**config.mk**
```make
export PLATFORM = sky130hd
export DESIGN_NAME = haptic_passivity_spring_damper
export DESIGN_NICKNAME = d
export VERILOG_FILES = /design/src/sv/hpsd_pkg.sv /design/src/sv/hpsd_mul.sv /design/src/sv/hpsd_div.sv /design/src/sv/haptic_passivity_spring_damper.sv
export SDC_FILE = /design/constraint.sdc
export NUM_CORES = 2
export LEC_CHECK = 0
export BUFFER_PORTS_ARGS = -buffer_cell sky130_fd_sc_hd__buf_2
export CAP_MARGIN = 20
export CORE_ASPECT_RATIO = 1.5
export CORE_MARGIN = 2
export CORE_UTILIZATION = 45
export CTS_BUF_LIST = sky130_fd_sc_hd__clkbuf_4 sky130_fd_sc_hd__clkbuf_8
export DETAILED_ROUTE_END_ITERATION = 10
export GPL_TIMING_DRIVEN = 0
export SLEW_MARGIN = 20
export SYNTH_ARGS = -nofsm -noshare
export SYNTH_HDL_FRONTEND = slang
export SYNTH_HIERARCHICAL = 1
export SYNTH_SLANG_ARGS = --single-unit
```
**constraint.sdc**
```tcl
create_clock -name clock -period 9.4 [get_ports clock]
set_clock_uncertainty 0.1 [all_clocks]
set_input_delay 0 -clock clock [delete_from_list [all_inputs] [get_ports clock]]
set_output_delay 0 -clock clock [all_outputs]
set_load 0.02 [all_outputs]
```
**src/sv/hpsd_pkg.sv**
```systemverilog
`timescale 1ns / 1ps
// Shared widths, types, register indexes, reset values and saturation helpers
// for the passivity spring-damper block. No dependencies.

package hpsd_pkg;

   localparam int FRAC_BITS = 16;
   localparam int DATA_W    = 32;
   localparam int GAIN_W    = 31;
   localparam int ENERGY_W  = 48;
   localparam int CSR_IDX_W = 3;

   localparam int VSQ_W     = 2 * DATA_W - 1;
   localparam int PSQ_W     = VSQ_W - FRAC_BITS;
   localparam int MUL_A_W   = PSQ_W + 1;
   localparam int MUL_B_W   = DATA_W + 1;
   localparam int PROD_W    = MUL_A_W + MUL_B_W;
   localparam int SUM_W     = PROD_W + 1;
   localparam int MUL_CNT_W = $clog2(MUL_B_W);

   localparam int REM_W     = VSQ_W + 1;
   localparam int DIV_N_W   = ENERGY_W + 2 * FRAC_BITS;
   localparam int DIV_R0_W  = DIV_N_W - GAIN_W;
   localparam int DIV_CMP_W = (DIV_R0_W > REM_W) ? DIV_R0_W : REM_W;
   localparam int DIV_CNT_W = $clog2(GAIN_W);

   typedef logic signed [DATA_W-1:0]   data_type;
   typedef logic        [GAIN_W-1:0]   gain_type;
   typedef logic signed [ENERGY_W-1:0] energy_type;
   typedef logic signed [MUL_A_W-1:0]  mul_a_type;
   typedef logic signed [MUL_B_W-1:0]  mul_b_type;
   typedef logic signed [PROD_W-1:0]   prod_type;
   typedef logic signed [SUM_W-1:0]    sum_type;
   typedef logic        [VSQ_W-1:0]    vsq_type;
   typedef logic        [PSQ_W-1:0]    psq_type;

   localparam logic [CSR_IDX_W-1:0] CSR_SPRING_STIFFNESS = 3'd0;
   localparam logic [CSR_IDX_W-1:0] CSR_DAMPING_COEFF    = 3'd1;
   localparam logic [CSR_IDX_W-1:0] CSR_FORCE_THRESHOLD  = 3'd2;
   localparam logic [CSR_IDX_W-1:0] CSR_JOINT_STIFFNESS  = 3'd3;
   localparam logic [CSR_IDX_W-1:0] CSR_TORQUE_LIMIT     = 3'd4;
   localparam logic [CSR_IDX_W-1:0] CSR_DRIVE_MODE       = 3'd5;

   localparam gain_type GAIN_MAX = '1;

   localparam sum_type S32_MAX = {{(SUM_W - DATA_W + 1){1'b0}}, {(DATA_W - 1){1'b1}}};
   localparam sum_type S32_MIN = ~S32_MAX;
   localparam sum_type E_MAX   = {{(SUM_W - ENERGY_W + 1){1'b0}}, {(ENERGY_W - 1){1'b1}}};
   localparam sum_type E_MIN   = ~E_MAX;

   localparam longint   ONE_Q       = longint'(1) << FRAC_BITS;
   localparam data_type SPRING_RST  = data_type'((ONE_Q + 5) / 10);
   localparam data_type DAMP_RST    = data_type'(-((ONE_Q * 2 + 500) / 1000));
   localparam data_type THRESH_RST  = '0;
   localparam gain_type JSTIFF_RST  = gain_type'(longint'(12000) << FRAC_BITS);
   localparam gain_type TLIMIT_RST  = gain_type'(longint'(400) << FRAC_BITS);
   localparam logic     MODE_RST    = 1'b1;

   // Fixed-point rescale of a product, rounding toward minus infinity.
   function automatic sum_type frac_shift(input prod_type x);
      sum_type w;
      w = {x[PROD_W-1], x};
      return w >>> FRAC_BITS;
   endfunction

   function automatic data_type sat32(input sum_type x);
      sum_type y;
      y = x;
      if (x > S32_MAX) begin
         y = S32_MAX;
      end else if (x < S32_MIN) begin
         y = S32_MIN;
      end
      return y[DATA_W-1:0];
   endfunction

   function automatic energy_type sat48(input sum_type x);
      sum_type y;
      y = x;
      if (x > E_MAX) begin
         y = E_MAX;
      end else if (x < E_MIN) begin
         y = E_MIN;
      end
      return y[ENERGY_W-1:0];
   endfunction

endpackage

```
**src/sv/hpsd_mul.sv**
```systemverilog
`timescale 1ns / 1ps
// Serial signed multiplier: one multiplier bit per cycle, right-shifting
// partial product. Depends on hpsd_pkg.

module hpsd_mul (
   input  logic               clock,
   input  logic               reset,
   input  logic               start,
   input  hpsd_pkg::mul_a_type a,
   input  hpsd_pkg::mul_b_type b,
   output logic               busy,
   output hpsd_pkg::prod_type  product
);
   import hpsd_pkg::*;

   localparam logic [MUL_CNT_W-1:0] MUL_LAST = MUL_CNT_W'(MUL_B_W - 1);

   logic signed [MUL_A_W:0]       a_ff, a_in;
   logic signed [MUL_A_W:0]       hi_ff, hi_in;
   logic signed [MUL_A_W:0]       addend, total;
   logic [MUL_B_W-1:0]            lo_ff, lo_in;
   logic [MUL_CNT_W-1:0]          cnt_ff, cnt_in;
   logic                          busy_ff, busy_in;
   logic [MUL_A_W+MUL_B_W:0]      full;

   always_comb begin
      addend = '0;
      if (lo_ff[0]) begin
         if (cnt_ff == MUL_LAST) begin
            addend = -a_ff;
         end else begin
            addend = a_ff;
         end
      end
      total = hi_ff + addend;

      a_in    = a_ff;
      hi_in   = hi_ff;
      lo_in   = lo_ff;
      cnt_in  = cnt_ff;
      busy_in = busy_ff;
      if (start) begin
         a_in    = {a[MUL_A_W-1], a};
         hi_in   = '0;
         lo_in   = b;
         cnt_in  = '0;
         busy_in = 1'b1;
      end else if (busy_ff) begin
         hi_in  = {total[MUL_A_W], total[MUL_A_W:1]};
         lo_in  = {total[0], lo_ff[MUL_B_W-1:1]};
         cnt_in = cnt_ff + 1'b1;
         if (cnt_ff == MUL_LAST) begin
            busy_in = 1'b0;
         end
      end
   end

   always_ff @(posedge clock) begin
      if (reset) begin
         busy_ff <= 1'b0;
      end else begin
         busy_ff <= busy_in;
      end
   end

   always_ff @(posedge clock) begin
      a_ff   <= a_in;
      hi_ff  <= hi_in;
      lo_ff  <= lo_in;
      cnt_ff <= cnt_in;
   end

   assign full    = {hi_ff, lo_ff};
   assign product = full[PROD_W-1:0];
   assign busy    = busy_ff;

endmodule

```
**src/sv/hpsd_div.sv**
```systemverilog
`timescale 1ns / 1ps
// Serial restoring divider for the damping gain: one quotient bit per cycle,
// saturating at the gain maximum. Depends on hpsd_pkg.

module hpsd_div (
   input  logic                          clock,
   input  logic                          reset,
   input  logic                          start,
   input  logic [hpsd_pkg::ENERGY_W-1:0] num,
   input  hpsd_pkg::vsq_type             den,
   output logic                          busy,
   output hpsd_pkg::gain_type            quotient
);
   import hpsd_pkg::*;

   localparam logic [DIV_CNT_W-1:0] DIV_LAST = DIV_CNT_W'(GAIN_W - 1);

   logic [DIV_N_W-1:0]   dividend;
   logic [DIV_CMP_W-1:0] head, den_wide;
   logic [REM_W-1:0]     rem_ff, rem_in, trial, den_ext;
   logic [GAIN_W-1:0]    low_ff, low_in;
   gain_type             quo_ff, quo_in;
   vsq_type              den_ff, den_in;
   logic [DIV_CNT_W-1:0] cnt_ff, cnt_in;
   logic                 busy_ff, busy_in;

   always_comb begin
      dividend = {num, {(2 * FRAC_BITS){1'b0}}};
      head     = DIV_CMP_W'(dividend[DIV_N_W-1:GAIN_W]);
      den_wide = DIV_CMP_W'(den);
      den_ext  = {1'b0, den_ff};
      trial    = {rem_ff[REM_W-2:0], low_ff[GAIN_W-1]};

      rem_in  = rem_ff;
      low_in  = low_ff;
      quo_in  = quo_ff;
      den_in  = den_ff;
      cnt_in  = cnt_ff;
      busy_in = busy_ff;
      if (start) begin
         // A leading partial remainder at or above the divisor means the
         // quotient cannot fit, which also covers a zero divisor.
         if (head >= den_wide) begin
            quo_in = GAIN_MAX;
         end else begin
            rem_in  = head[REM_W-1:0];
            low_in  = dividend[GAIN_W-1:0];
            den_in  = den;
            quo_in  = '0;
            cnt_in  = '0;
            busy_in = 1'b1;
         end
      end else if (busy_ff) begin
         if (trial >= den_ext) begin
            rem_in = trial - den_ext;
            quo_in = {quo_ff[GAIN_W-2:0], 1'b1};
         end else begin
            rem_in = trial;
            quo_in = {quo_ff[GAIN_W-2:0], 1'b0};
         end
         low_in = {low_ff[GAIN_W-2:0], 1'b0};
         cnt_in = cnt_ff + 1'b1;
         if (cnt_ff == DIV_LAST) begin
            busy_in = 1'b0;
         end
      end
   end

   always_ff @(posedge clock) begin
      if (reset) begin
         busy_ff <= 1'b0;
      end else begin
         busy_ff <= busy_in;
      end
   end

   always_ff @(posedge clock) begin
      rem_ff <= rem_in;
      low_ff <= low_in;
      quo_ff <= quo_in;
      den_ff <= den_in;
      cnt_ff <= cnt_in;
   end

   assign busy     = busy_ff;
   assign quotient = quo_ff;

endmodule

```
**src/sv/haptic_passivity_spring_damper.sv**
```systemverilog
`timescale 1ns / 1ps
// Passivity-controlled spring-damper force and joint spring torque, one request per tick.
// The block takes no new request until the last one is through (req_stall is high while busy):
// four passes through the bit-serial multipliers (the gain divider runs alongside the third
// pass), then the result is loaded into the response registers, which rsp_stall can hold off.
// Synchronous reset restores the register defaults and clears the observer state.

module haptic_passivity_spring_damper (
   input  logic                           clock,
   input  logic                           reset,
   input  logic                           csr_wr_en,
   input  logic [hpsd_pkg::CSR_IDX_W-1:0] csr_index,
   input  logic [hpsd_pkg::DATA_W-1:0]    csr_wr_data,
   input  logic                           req_valid,
   output logic                           req_stall,
   input  hpsd_pkg::data_type             req_position_x,
   input  hpsd_pkg::data_type             req_velocity_x,
   input  hpsd_pkg::data_type             req_joint_angle,
   output logic                           rsp_valid,
   input  logic                           rsp_stall,
   output hpsd_pkg::data_type             rsp_drive_value,
   output logic                           rsp_drive_is_torque,
   output hpsd_pkg::gain_type             rsp_damping_gain,
   output hpsd_pkg::energy_type           rsp_energy_sum
);
   import hpsd_pkg::*;

   localparam logic [2:0] ST_IDLE = 3'd0;
   localparam logic [2:0] ST_PH1  = 3'd1;
   localparam logic [2:0] ST_PH2  = 3'd2;
   localparam logic [2:0] ST_PH3  = 3'd3;
   localparam logic [2:0] ST_PH4  = 3'd4;
   localparam logic [2:0] ST_DONE = 3'd5;

   data_type   ss_ff, ss_in, dc_ff, dc_in, thr_ff, thr_in;
   gain_type   js_ff, js_in, lim_ff, lim_in;
   logic       mode_ff, mode_in;

   logic [2:0] state_ff, state_in;
   logic       go_ff, go_in;

   logic       started_ff, started_in;
   energy_type obs_ff, obs_in;
   gain_type   pgain_ff, pgain_in;
   data_type   pvel_ff, pvel_in;

   data_type   pos_ff, pos_in, vel_ff, vel_in, ang_ff, ang_in;
   data_type   force_ff, force_in;
   psq_type    psq_ff, psq_in;
   energy_type energy_ff, energy_in;
   vsq_type    vsq_ff, vsq_in;
   gain_type   alpha_ff, alpha_in, torque_ff, torque_in;

   logic       rsp_valid_ff, rsp_valid_in;
   data_type   rsp_drive_ff, rsp_drive_in;
   logic       rsp_torque_ff, rsp_torque_in;
   gain_type   rsp_gain_ff, rsp_gain_in;
   energy_type rsp_energy_ff, rsp_energy_in;

   mul_a_type  a0, a1, a2;
   mul_b_type  b0, b1, b2;
   logic       st0, st1, st2, div_start;
   logic       busy0, busy1, busy2, div_busy;
   prod_type   p0, p1, p2, p0_neg;
   gain_type   div_q;
   logic [ENERGY_W-1:0] div_num;

   mul_a_type  vel_a, ss_a, force_a, pv_a, psq_a, js_a;
   mul_b_type  vel_b, dc_b, ndc_b, pos_b, toward_b, thr_b, ang_b, nang_b;
   mul_b_type  pv_b, pgain_b, alpha_b;
   logic       active, phase_end;

   sum_type    fsum, power, tsh, term, obs_ext, esum, tq, lim_ext, adj, fext;
   data_type   force_p1, force_p4;
   energy_type energy_p2;
   gain_type   torque_p3, alpha_p3;

   always_comb begin
      vel_a    = {{(MUL_A_W - DATA_W){vel_ff[DATA_W-1]}}, vel_ff};
      ss_a     = {{(MUL_A_W - DATA_W){ss_ff[DATA_W-1]}}, ss_ff};
      force_a  = {{(MUL_A_W - DATA_W){force_ff[DATA_W-1]}}, force_ff};
      pv_a     = {{(MUL_A_W - DATA_W){pvel_ff[DATA_W-1]}}, pvel_ff};
      psq_a    = {{(MUL_A_W - PSQ_W){1'b0}}, psq_ff};
      js_a     = {{(MUL_A_W - GAIN_W){1'b0}}, js_ff};
      vel_b    = {vel_ff[DATA_W-1], vel_ff};
      dc_b     = {dc_ff[DATA_W-1], dc_ff};
      ndc_b    = -dc_b;
      pos_b    = {pos_ff[DATA_W-1], pos_ff};
      toward_b = -pos_b;
      thr_b    = {thr_ff[DATA_W-1], thr_ff};
      ang_b    = {ang_ff[DATA_W-1], ang_ff};
      nang_b   = -ang_b;
      pv_b     = {pvel_ff[DATA_W-1], pvel_ff};
      pgain_b  = {{(MUL_B_W - GAIN_W){1'b0}}, pgain_ff};
      alpha_b  = {{(MUL_B_W - GAIN_W){1'b0}}, alpha_ff};
      active   = toward_b < thr_b;
   end

   always_comb begin
      a0 = vel_a;
      b0 = ndc_b;
      a1 = ss_a;
      b1 = toward_b;
      a2 = pv_a;
      b2 = pv_b;
      case (state_ff)
         ST_PH2: begin
            a0 = force_a;
            b0 = vel_b;
            a1 = psq_a;
            b1 = pgain_b;
            a2 = vel_a;
            b2 = vel_b;
         end
         ST_PH3: begin
            a2 = js_a;
            b2 = nang_b;
         end
         ST_PH4: begin
            a0 = vel_a;
            b0 = alpha_b;
         end
         default: ;
      endcase
   end

   assign st0       = go_ff && (state_ff inside {ST_PH1, ST_PH2, ST_PH4});
   assign st1       = go_ff && (state_ff inside {ST_PH1, ST_PH2});
   assign st2       = go_ff && (state_ff inside {ST_PH1, ST_PH2, ST_PH3});
   assign div_start = go_ff && (state_ff == ST_PH3);
   assign div_num   = -energy_ff;
   assign phase_end = !go_ff && !busy0 && !busy1 && !busy2 && !div_busy;

   hpsd_mul u_mul0 (
      .clock   (clock),
      .reset   (reset),
      .start   (st0),
      .a       (a0),
      .b       (b0),
      .busy    (busy0),
      .product (p0)
   );

   hpsd_mul u_mul1 (
      .clock   (clock),
      .reset   (reset),
      .start   (st1),
      .a       (a1),
      .b       (b1),
      .busy    (busy1),
      .product (p1)
   );

   hpsd_mul u_mul2 (
      .clock   (clock),
      .reset   (reset),
      .start   (st2),
      .a       (a2),
      .b       (b2),
      .busy    (busy2),
      .product (p2)
   );

   hpsd_div u_div (
      .clock    (clock),
      .reset    (reset),
      .start    (div_start),
      .num      (div_num),
      .den      (vsq_ff),
      .busy     (div_busy),
      .quotient (div_q)
   );

   always_comb begin
      fsum     = frac_shift(p0) + frac_shift(p1);
      force_p1 = active ? sat32(fsum) : '0;

      p0_neg    = -p0;
      power     = frac_shift(p0_neg);
      tsh       = frac_shift(p1);
      term      = (tsh > E_MAX) ? E_MAX : tsh;
      obs_ext   = {{(SUM_W - ENERGY_W){obs_ff[ENERGY_W-1]}}, obs_ff};
      esum      = started_ff ? (obs_ext + power + term) : power;
      energy_p2 = sat48(esum);

      tq        = frac_shift(p2);
      lim_ext   = {{(SUM_W - GAIN_W){1'b0}}, lim_ff};
      torque_p3 = '0;
      if (ang_ff[DATA_W-1]) begin
         torque_p3 = (tq > lim_ext) ? lim_ff : tq[GAIN_W-1:0];
      end
      alpha_p3  = (started_ff && energy_ff[ENERGY_W-1]) ? div_q : '0;

      adj      = frac_shift(p0);
      fext     = {{(SUM_W - DATA_W){force_ff[DATA_W-1]}}, force_ff};
      force_p4 = active ? sat32(fext - adj) : force_ff;
   end

   always_comb begin
      ss_in   = ss_ff;
      dc_in   = dc_ff;
      thr_in  = thr_ff;
      js_in   = js_ff;
      lim_in  = lim_ff;
      mode_in = mode_ff;
      if (csr_wr_en) begin
         case (csr_index)
            CSR_SPRING_STIFFNESS: ss_in   = csr_wr_data;
            CSR_DAMPING_COEFF:    dc_in   = csr_wr_data;
            CSR_FORCE_THRESHOLD:  thr_in  = csr_wr_data;
            CSR_JOINT_STIFFNESS:  js_in   = csr_wr_data[GAIN_W-1:0];
            CSR_TORQUE_LIMIT:     lim_in  = csr_wr_data[GAIN_W-1:0];
            CSR_DRIVE_MODE:       mode_in = csr_wr_data[0];
            default: ;
         endcase
      end

      state_in      = state_ff;
      go_in         = 1'b0;
      started_in    = started_ff;
      obs_in        = obs_ff;
      pgain_in      = pgain_ff;
      pvel_in       = pvel_ff;
      pos_in        = pos_ff;
      vel_in        = vel_ff;
      ang_in        = ang_ff;
      force_in      = force_ff;
      psq_in        = psq_ff;
      energy_in     = energy_ff;
      vsq_in        = vsq_ff;
      alpha_in      = alpha_ff;
      torque_in     = torque_ff;
      rsp_valid_in  = rsp_valid_ff;
      rsp_drive_in  = rsp_drive_ff;
      rsp_torque_in = rsp_torque_ff;
      rsp_gain_in   = rsp_gain_ff;
      rsp_energy_in = rsp_energy_ff;

      if (rsp_valid_ff && !rsp_stall) begin
         rsp_valid_in = 1'b0;
      end

      case (state_ff)
         ST_IDLE: begin
            if (req_valid) begin
               pos_in   = req_position_x;
               vel_in   = req_velocity_x;
               ang_in   = req_joint_angle;
               state_in = ST_PH1;
               go_in    = 1'b1;
            end
         end
         ST_PH1: begin
            if (phase_end) begin
               force_in = force_p1;
               psq_in   = p2[PSQ_W+FRAC_BITS-1:FRAC_BITS];
               state_in = ST_PH2;
               go_in    = 1'b1;
            end
         end
         ST_PH2: begin
            if (phase_end) begin
               energy_in = energy_p2;
               vsq_in    = p2[VSQ_W-1:0];
               state_in  = ST_PH3;
               go_in     = 1'b1;
            end
         end
         ST_PH3: begin
            if (phase_end) begin
               alpha_in  = alpha_p3;
               torque_in = torque_p3;
               state_in  = ST_PH4;
               go_in     = 1'b1;
            end
         end
         ST_PH4: begin
            if (phase_end) begin
               force_in = force_p4;
               state_in = ST_DONE;
            end
         end
         ST_DONE: begin
            if (!rsp_valid_ff || !rsp_stall) begin
               rsp_valid_in  = 1'b1;
               rsp_drive_in  = mode_ff ? {{(DATA_W - GAIN_W){1'b0}}, torque_ff} : force_ff;
               rsp_torque_in = mode_ff;
               rsp_gain_in   = alpha_ff;
               rsp_energy_in = energy_ff;
               started_in    = 1'b1;
               obs_in        = energy_ff;
               pgain_in      = alpha_ff;
               pvel_in       = vel_ff;
               state_in      = ST_IDLE;
            end
         end
         default: begin
            state_in = ST_IDLE;
         end
      endcase
   end

   always_ff @(posedge clock) begin
      if (reset) begin
         ss_ff        <= SPRING_RST;
         dc_ff        <= DAMP_RST;
         thr_ff       <= THRESH_RST;
         js_ff        <= JSTIFF_RST;
         lim_ff       <= TLIMIT_RST;
         mode_ff      <= MODE_RST;
         state_ff     <= ST_IDLE;
         go_ff        <= 1'b0;
         started_ff   <= 1'b0;
         obs_ff       <= '0;
         pgain_ff     <= '0;
         pvel_ff      <= '0;
         rsp_valid_ff <= 1'b0;
      end else begin
         ss_ff        <= ss_in;
         dc_ff        <= dc_in;
         thr_ff       <= thr_in;
         js_ff        <= js_in;
         lim_ff       <= lim_in;
         mode_ff      <= mode_in;
         state_ff     <= state_in;
         go_ff        <= go_in;
         started_ff   <= started_in;
         obs_ff       <= obs_in;
         pgain_ff     <= pgain_in;
         pvel_ff      <= pvel_in;
         rsp_valid_ff <= rsp_valid_in;
      end
   end

   always_ff @(posedge clock) begin
      pos_ff        <= pos_in;
      vel_ff        <= vel_in;
      ang_ff        <= ang_in;
      force_ff      <= force_in;
      psq_ff        <= psq_in;
      energy_ff     <= energy_in;
      vsq_ff        <= vsq_in;
      alpha_ff      <= alpha_in;
      torque_ff     <= torque_in;
      rsp_drive_ff  <= rsp_drive_in;
      rsp_torque_ff <= rsp_torque_in;
      rsp_gain_ff   <= rsp_gain_in;
      rsp_energy_ff <= rsp_energy_in;
   end

   assign req_stall           = (state_ff != ST_IDLE);
   assign rsp_valid           = rsp_valid_ff;
   assign rsp_drive_value     = rsp_drive_ff;
   assign rsp_drive_is_torque = rsp_torque_ff;
   assign rsp_damping_gain    = rsp_gain_ff;
   assign rsp_energy_sum      = rsp_energy_ff;

endmodule

```
Word level (Yosys, flattened, before mapping)
Index checks and enable logic that the tools add are counted.

cells by class
  add/sub/neg operators = 20
  $lt $le $gt $ge = 11
  eq/ne operators = 22
  muxes and demuxes = 72
  bitwise gates (word level) = 1
  reduce and logical (&&, ||, !) cells = 45

operator list
  operator                                                       count
  2-to-1 mux 49 bit                                              6
  2-to-1 mux 32 bit                                              8
  2-to-1 mux 63 bit                                              4
  2-to-1 mux 31 bit                                              8
  2-to-1 mux 33 bit                                              7
  2-to-1 mux 82 bit                                              2
  adder 48 x 49 -> 49 bit                                        3
  negation 48 -> 49 bit                                          3
  2-to-1 mux 48 bit                                              3
  > comparator 66 x 32 -> 1 bit (second input constant)          2
  less-than comparator 66 x 32 -> 1 bit (second input constant)  2
  one-hot mux 33 bit (2 select lines)                            2
  negation 32 -> 33 bit                                          3
  one-hot mux 48 bit (2 select lines)                            1
  adder 66 x 82 -> 82 bit                                        1
  > comparator 82 x 48 -> 1 bit (second input constant)          1
  less-than comparator 82 x 48 -> 1 bit (second input constant)  1
  negation 81 bit                                                1
  adder 48 x 65 -> 66 bit                                        1
  adder 65 x 65 -> 66 bit                                        1
  subtractor 32 x 65 -> 66 bit                                   1
  > comparator 65 x 32 -> 1 bit                                  1
  > comparator 65 x 48 -> 1 bit (second input constant)          1
  greater-or-equal comparator 64 x 63 -> 1 bit                   1
  other kinds (29)                                               107

storage, ports and cells
  flip-flop bits (word level) = 1338
  input bits = 136
  output and inout port bits = 114
  logic and storage cells = 219

Logic depth before layout (Yosys ltp)
  word-level depth = 7
  depth in mapped cells = 28
  gate-level depth less buffers = 24

By module
Netlist, hierarchy kept.

by module, submodules not included
  module                          instances  cells each  area an instance (sq um)  seq. area each (sq um)
  haptic_passivity_spring_damper  1          5917        50972.6                   19338.5
  hpsd_mul (u_mul0 ...)           2          932         8897.3                    3533.4
  hpsd_div                        1          1304        12165.4                   4884.7
  hpsd_mul (u_mul2)               1          954         9098.7                    3533.4

Worst setup path after synthesis
Ideal clock, no wire load.

  path type = register to register
  start point = reg state_ff[0]
  end point = reg energy_ff[0] (enable)
  setup time = 0.717 ns
  data arrival time = 8.617 ns
  data required time = 8.583 ns
  slack = -0.034 ns
  stages on the path, launching flop included = 6
  buffers on the path = 4
  period minus slack after synthesis = 9.434 ns
  cells stage by stage = dfxtp_1 -> clkbuf_1 -> clkbuf_1 -> clkbuf_1 -> buf_1 -> nor3_1

between the ends
  longest elaborated chain between the ends = 2

ends and longest elaborated chain
  what                                  line                                   text
  start, declared                       haptic_passivity_spring_damper.sv:39   logic [2:0] state_ff, state_in;
  start signal, assigned                haptic_passivity_spring_damper.sv:325  state_ff <= state_in;
  == test 3 x 2 -> 1 bit                haptic_passivity_spring_damper.sv:243  case (state_ff)
  AND reduction 2 bit (no source line)  -
  end signal, assigned                  haptic_passivity_spring_damper.sv:341  energy_ff <= energy_in;
  end, declared                         haptic_passivity_spring_damper.sv:50   energy_type energy_ff, energy_in;

Every way passes these cells.
A chain may end at the register's enable or synchronous reset.

Final worst setup path
  start point = reg u_mul1.lo_ff[17]
  end point = reg energy_ff[14] (data pin)

between the ends
  longest elaborated chain between the ends = 6
  elaborated cells on any way between the ends = 7
  classes of those cells = add/sub (1); order compare (3); mux (3)

ends and longest elaborated chain
  what                                   line                                   text
  start, declared                        hpsd_mul.sv:21                         logic [MUL_B_W-1:0] lo_ff, lo_in;
  start signal, assigned                 hpsd_mul.sv:69                         lo_ff <= lo_in;
  > comparator 65 x 48 -> 1 bit          haptic_passivity_spring_damper.sv:181  term = (tsh > E_MAX) ? E_MAX : tsh;
  2-to-1 mux 82 bit (*)                  haptic_passivity_spring_damper.sv:181
  adder 66 x 82 -> 82 bit (*)            haptic_passivity_spring_damper.sv:183  esum = started_ff ? (obs_ext + power + term) : power;
  2-to-1 mux 82 bit (*)                  haptic_passivity_spring_damper.sv:183
  less-than comparator 82 x 48 -> 1 bit  hpsd_pkg.sv:82                         end else if (x < E_MIN) begin
  2-to-1 mux 48 bit                      hpsd_pkg.sv:82

Mark *: on every way between the ends. The rest lies on a longest branch, timed or not.

==> results_dict.tcl <==
set metrics [dict create \
    status "complete, no violations" \
    yosys.area_share.simple_pct 18.7 \
    hp-class "in2reg" \
    dp_cells 13000 \
    fp.dieH_um 552 \
    synth_compound_area_share_pct 18.5 \
    synth-xor-area-share_pct 6.02 \
    clkLatencyLatePin_ps 1020 \
    slew_headroom_pct 20.0 \
    dr.pass1.iters 6 \
    irDropWorstVdd_mv 0.194 \
    cp_num_buf_inv 4 \
    numPortBuffers 249 \
    clkSinkCount 1307 \
    post_dp_cell_area_um2 95300 \
    synthArstFlopShare_pct 0 \
    clock-root-buffer "clkbuf_8" \
    wl_per_cell_um 28.6 \
    coreArea_um2 199000 \
    synthCells 10000 \
    maxCapViolCount 0 \
    total_leakage_power_nw 39.7 \
    h-tree-depth 4 \
    ys_warn_count 6 \
    vias 82600 \
    timing.final.crit_share_pct 96.7 \
    cts_made_buffers 218 \
    die_x_um 369 \
    setup-tns-final_ps 0 \
    muxShareOfSynthArea_pct 4.34 \
    synth_top_family_by_area "simple AND/OR/NAND/NOR gates" \
    synthAdderAreaFrac_pct 8.95 \
    synth_edf_count 865 \
    initial_core_util_pct 45.1 \
    tightest_slew_ps 1190 \
    finalSetupViolCount 0 \
    antenna_left 0 \
    crit_family "simple AND/OR/NAND/NOR gates" \
    synth-main-ff-cell "edfxtp_1" \
    avgSynthCellArea_um2 8.97 \
    layout.cells.non_filler 13700 \
    drcViolationCount 0 \
    rows 201 \
    gp_congestion 1.04 \
    cp_max_fo 10 \
    power_mw 33.5 \
    final_common_cell "nand2_1" \
    grt_max_degree 53 \
    yosysSeqAreaShare_pct 38.7 \
    area_delta_synth_final_pct 14.5 \
    grt_usage_pct 37.2 \
    layout_common_cells "nand2_1, a21oi_1, edfxtp_1" \
    synth_nets 10800 \
    final_area_um2 103000 \
    die-area_um2 204000 \
    cp.arrival_ps 9750 \
    layout-drive-gt1-share_pct 11.0 \
    cts_tree "yes" \
    grt_antenna_before_repair 21 \
    drt_iter0_drc 7553 \
    startpoint_type "register" \
    drt-total-wl_um 391000 \
    max_stage_delay_ps 870 \
    grt_pass1_vias 81300 \
    ys_ff_latch 1307 \
    synth_cell_types 133 \
    ios 250 \
    overflow 0 \
    hold_viol 0 \
    grt_pass1_wl_um 551000 \
    clkTransAtPathRegs_ps 70 \
    max_freq_mhz 110 \
    critPathRequiredTime_ps 10060 \
    fin_nets 11600 \
    crit_type "reg2reg" \
    finalWorstPathRequiredPeriod_ps 9090 \
    dp_hpwl_um 314000 \
    slew_viol_final 0 \
    via_per_inst 6.05 \
    power_density_nw_per_um2 325 \
    slowest_stage "nor3_1" \
    end_kind "register" \
    cts_buffer_depth 4 \
    syn_area_um2 90000 \
]
==> repair_timing <==
item,CTS,global route
buffers inserted,2,0
pin swaps,1,0
endpoints found under the setup margin,47,47
resized for setup,4,3
hold buffers,284,0
endpoints found under the hold margin,389,0
==> per-stage QoR <==
stage          util [%]  setup WS, ps  hold slack, ps
6_report           51.7           308            73.8
5_1_grt            51.7         -10.7            18.4
4_1_cts            51.6           343            9.69
3_5_place_dp       47.8          -406            78.1
3_3_place_gp       47.4          -889            76.0
2_1_floorplan         -          2790           -30.9
==> state kept, by name, indices dropped and copies added (netlist names), 33 cells and up <==
name,count
u_mul2/hi_ff,48
u_mul0/a_ff,48
vsq_ff,63
rsp_energy_sum,48
u_div/rem_ff,63
u_mul2/a_ff,48
u_mul0/lo_ff,33
psq_ff,47
u_mul0/hi_ff,48
u_mul1/lo_ff,33
energy_ff,48
u_mul1/hi_ff,48
u_mul1/a_ff,48
obs_ff,48
u_div/den_ff,63
u_mul2/lo_ff,33
==> final cells by class <==
cell class                 count  area, µm²
fill                       18700      96400
multi-input combinational   7633      50900
sequential                  1307      34800
timing repair buffer         568       4740
clock buffer                 289       3660
tap                         2639       3300
inverter                     616       2310
buffer                       483       2110
clock inverter               102       1130
antenna                       13       32.5
==> report_power, final <==
| group | internal (mW) | total, mW | switching (mW) |
|---|---|---|---|
| sequential | 7.56 | 9.49 | 1.92 |
| clock | 3.20 | 5.77 | 2.57 |
| combinational | 6.22 | 18.2 | 12.0 |
==> synth_stat cells, types with 72 or more instances <==
| library cell | count | area (µm²) |
|---|---|---|
| a211oi_1 | 83 | 623 |
| a21o_1 | 223 | 1670 |
| a21oi_1 | 980 | 4900 |
| and2_1 | 173 | 1080 |
| and3_1 | 103 | 644 |
| clkbuf_1 | 368 | 1380 |
| dfxtp_1 | 442 | 8850 |
| edfxtp_1 | 865 | 26000 |
| fa_1 | 72 | 1440 |
| ha_1 | 529 | 6620 |
| inv_1 | 614 | 2300 |
| mux2_2 | 249 | 2800 |
| mux2i_1 | 110 | 1100 |
| nand2_1 | 1210 | 4540 |
| nand2b_1 | 84 | 526 |
| nand3_1 | 123 | 616 |
| nand4_1 | 196 | 1230 |
| nor2_1 | 742 | 2790 |
| nor2b_1 | 93 | 582 |
| nor3_1 | 193 | 966 |
| nor4_1 | 115 | 719 |
| o21a_1 | 73 | 548 |
| o21ai_0 | 525 | 2630 |
| o21bai_1 | 74 | 556 |
| or3_1 | 80 | 500 |
| xnor2_1 | 380 | 3330 |
| xor2_1 | 237 | 2080 |
==> path summary, 6_finish.rpt <==
check | from | end | slack (ps) | cells after the start
setup reg to reg | u_mul1/lo_ff[17] | energy_ff[14] | 310 | 26
setup / recovery | u_mul1/lo_ff[17] | energy_ff[14] | 310 | 26
hold reg to reg | mode_ff | rsp_drive_is_torque | 340 | 0
hold / removal | csr_index[0] | js_ff[30] | 70 | 6
==> logic make-up after synthesis <==
family / Yosys count
AOI/OAI and AO/OA: 2644
xor gates and xnor gates: 618
adders and majority gates: 601
buffers and inverters: 1099
DFF: 1307
muxes: 359
and+or+nand+nor: 3411
==> per-layer routing <==
metal | up-vias | track usage (%) | part of all wire (%)
met3 | 1163 | 5.59 | 6.6
li1 | 37900 | - | -
met5 | - | 0 | 0.022
met1 | 39900 | 40.5 | 36
met4 | 12 | 35.0 | 11
met2 | 3593 | 62.1 | 47
==> worst reg2reg max path: cells and delay by family, from the launching register on <==
kind            cells  cell delay [ps]
simple gates        8             2580
compound gates      8             2490
fa+ha+maj           4             1270
buf+inv             4             1190
flops               1              780
mux                 1              220
xor+xnor            1              210
No activity file was read; power rests on OpenSTA's default activity.
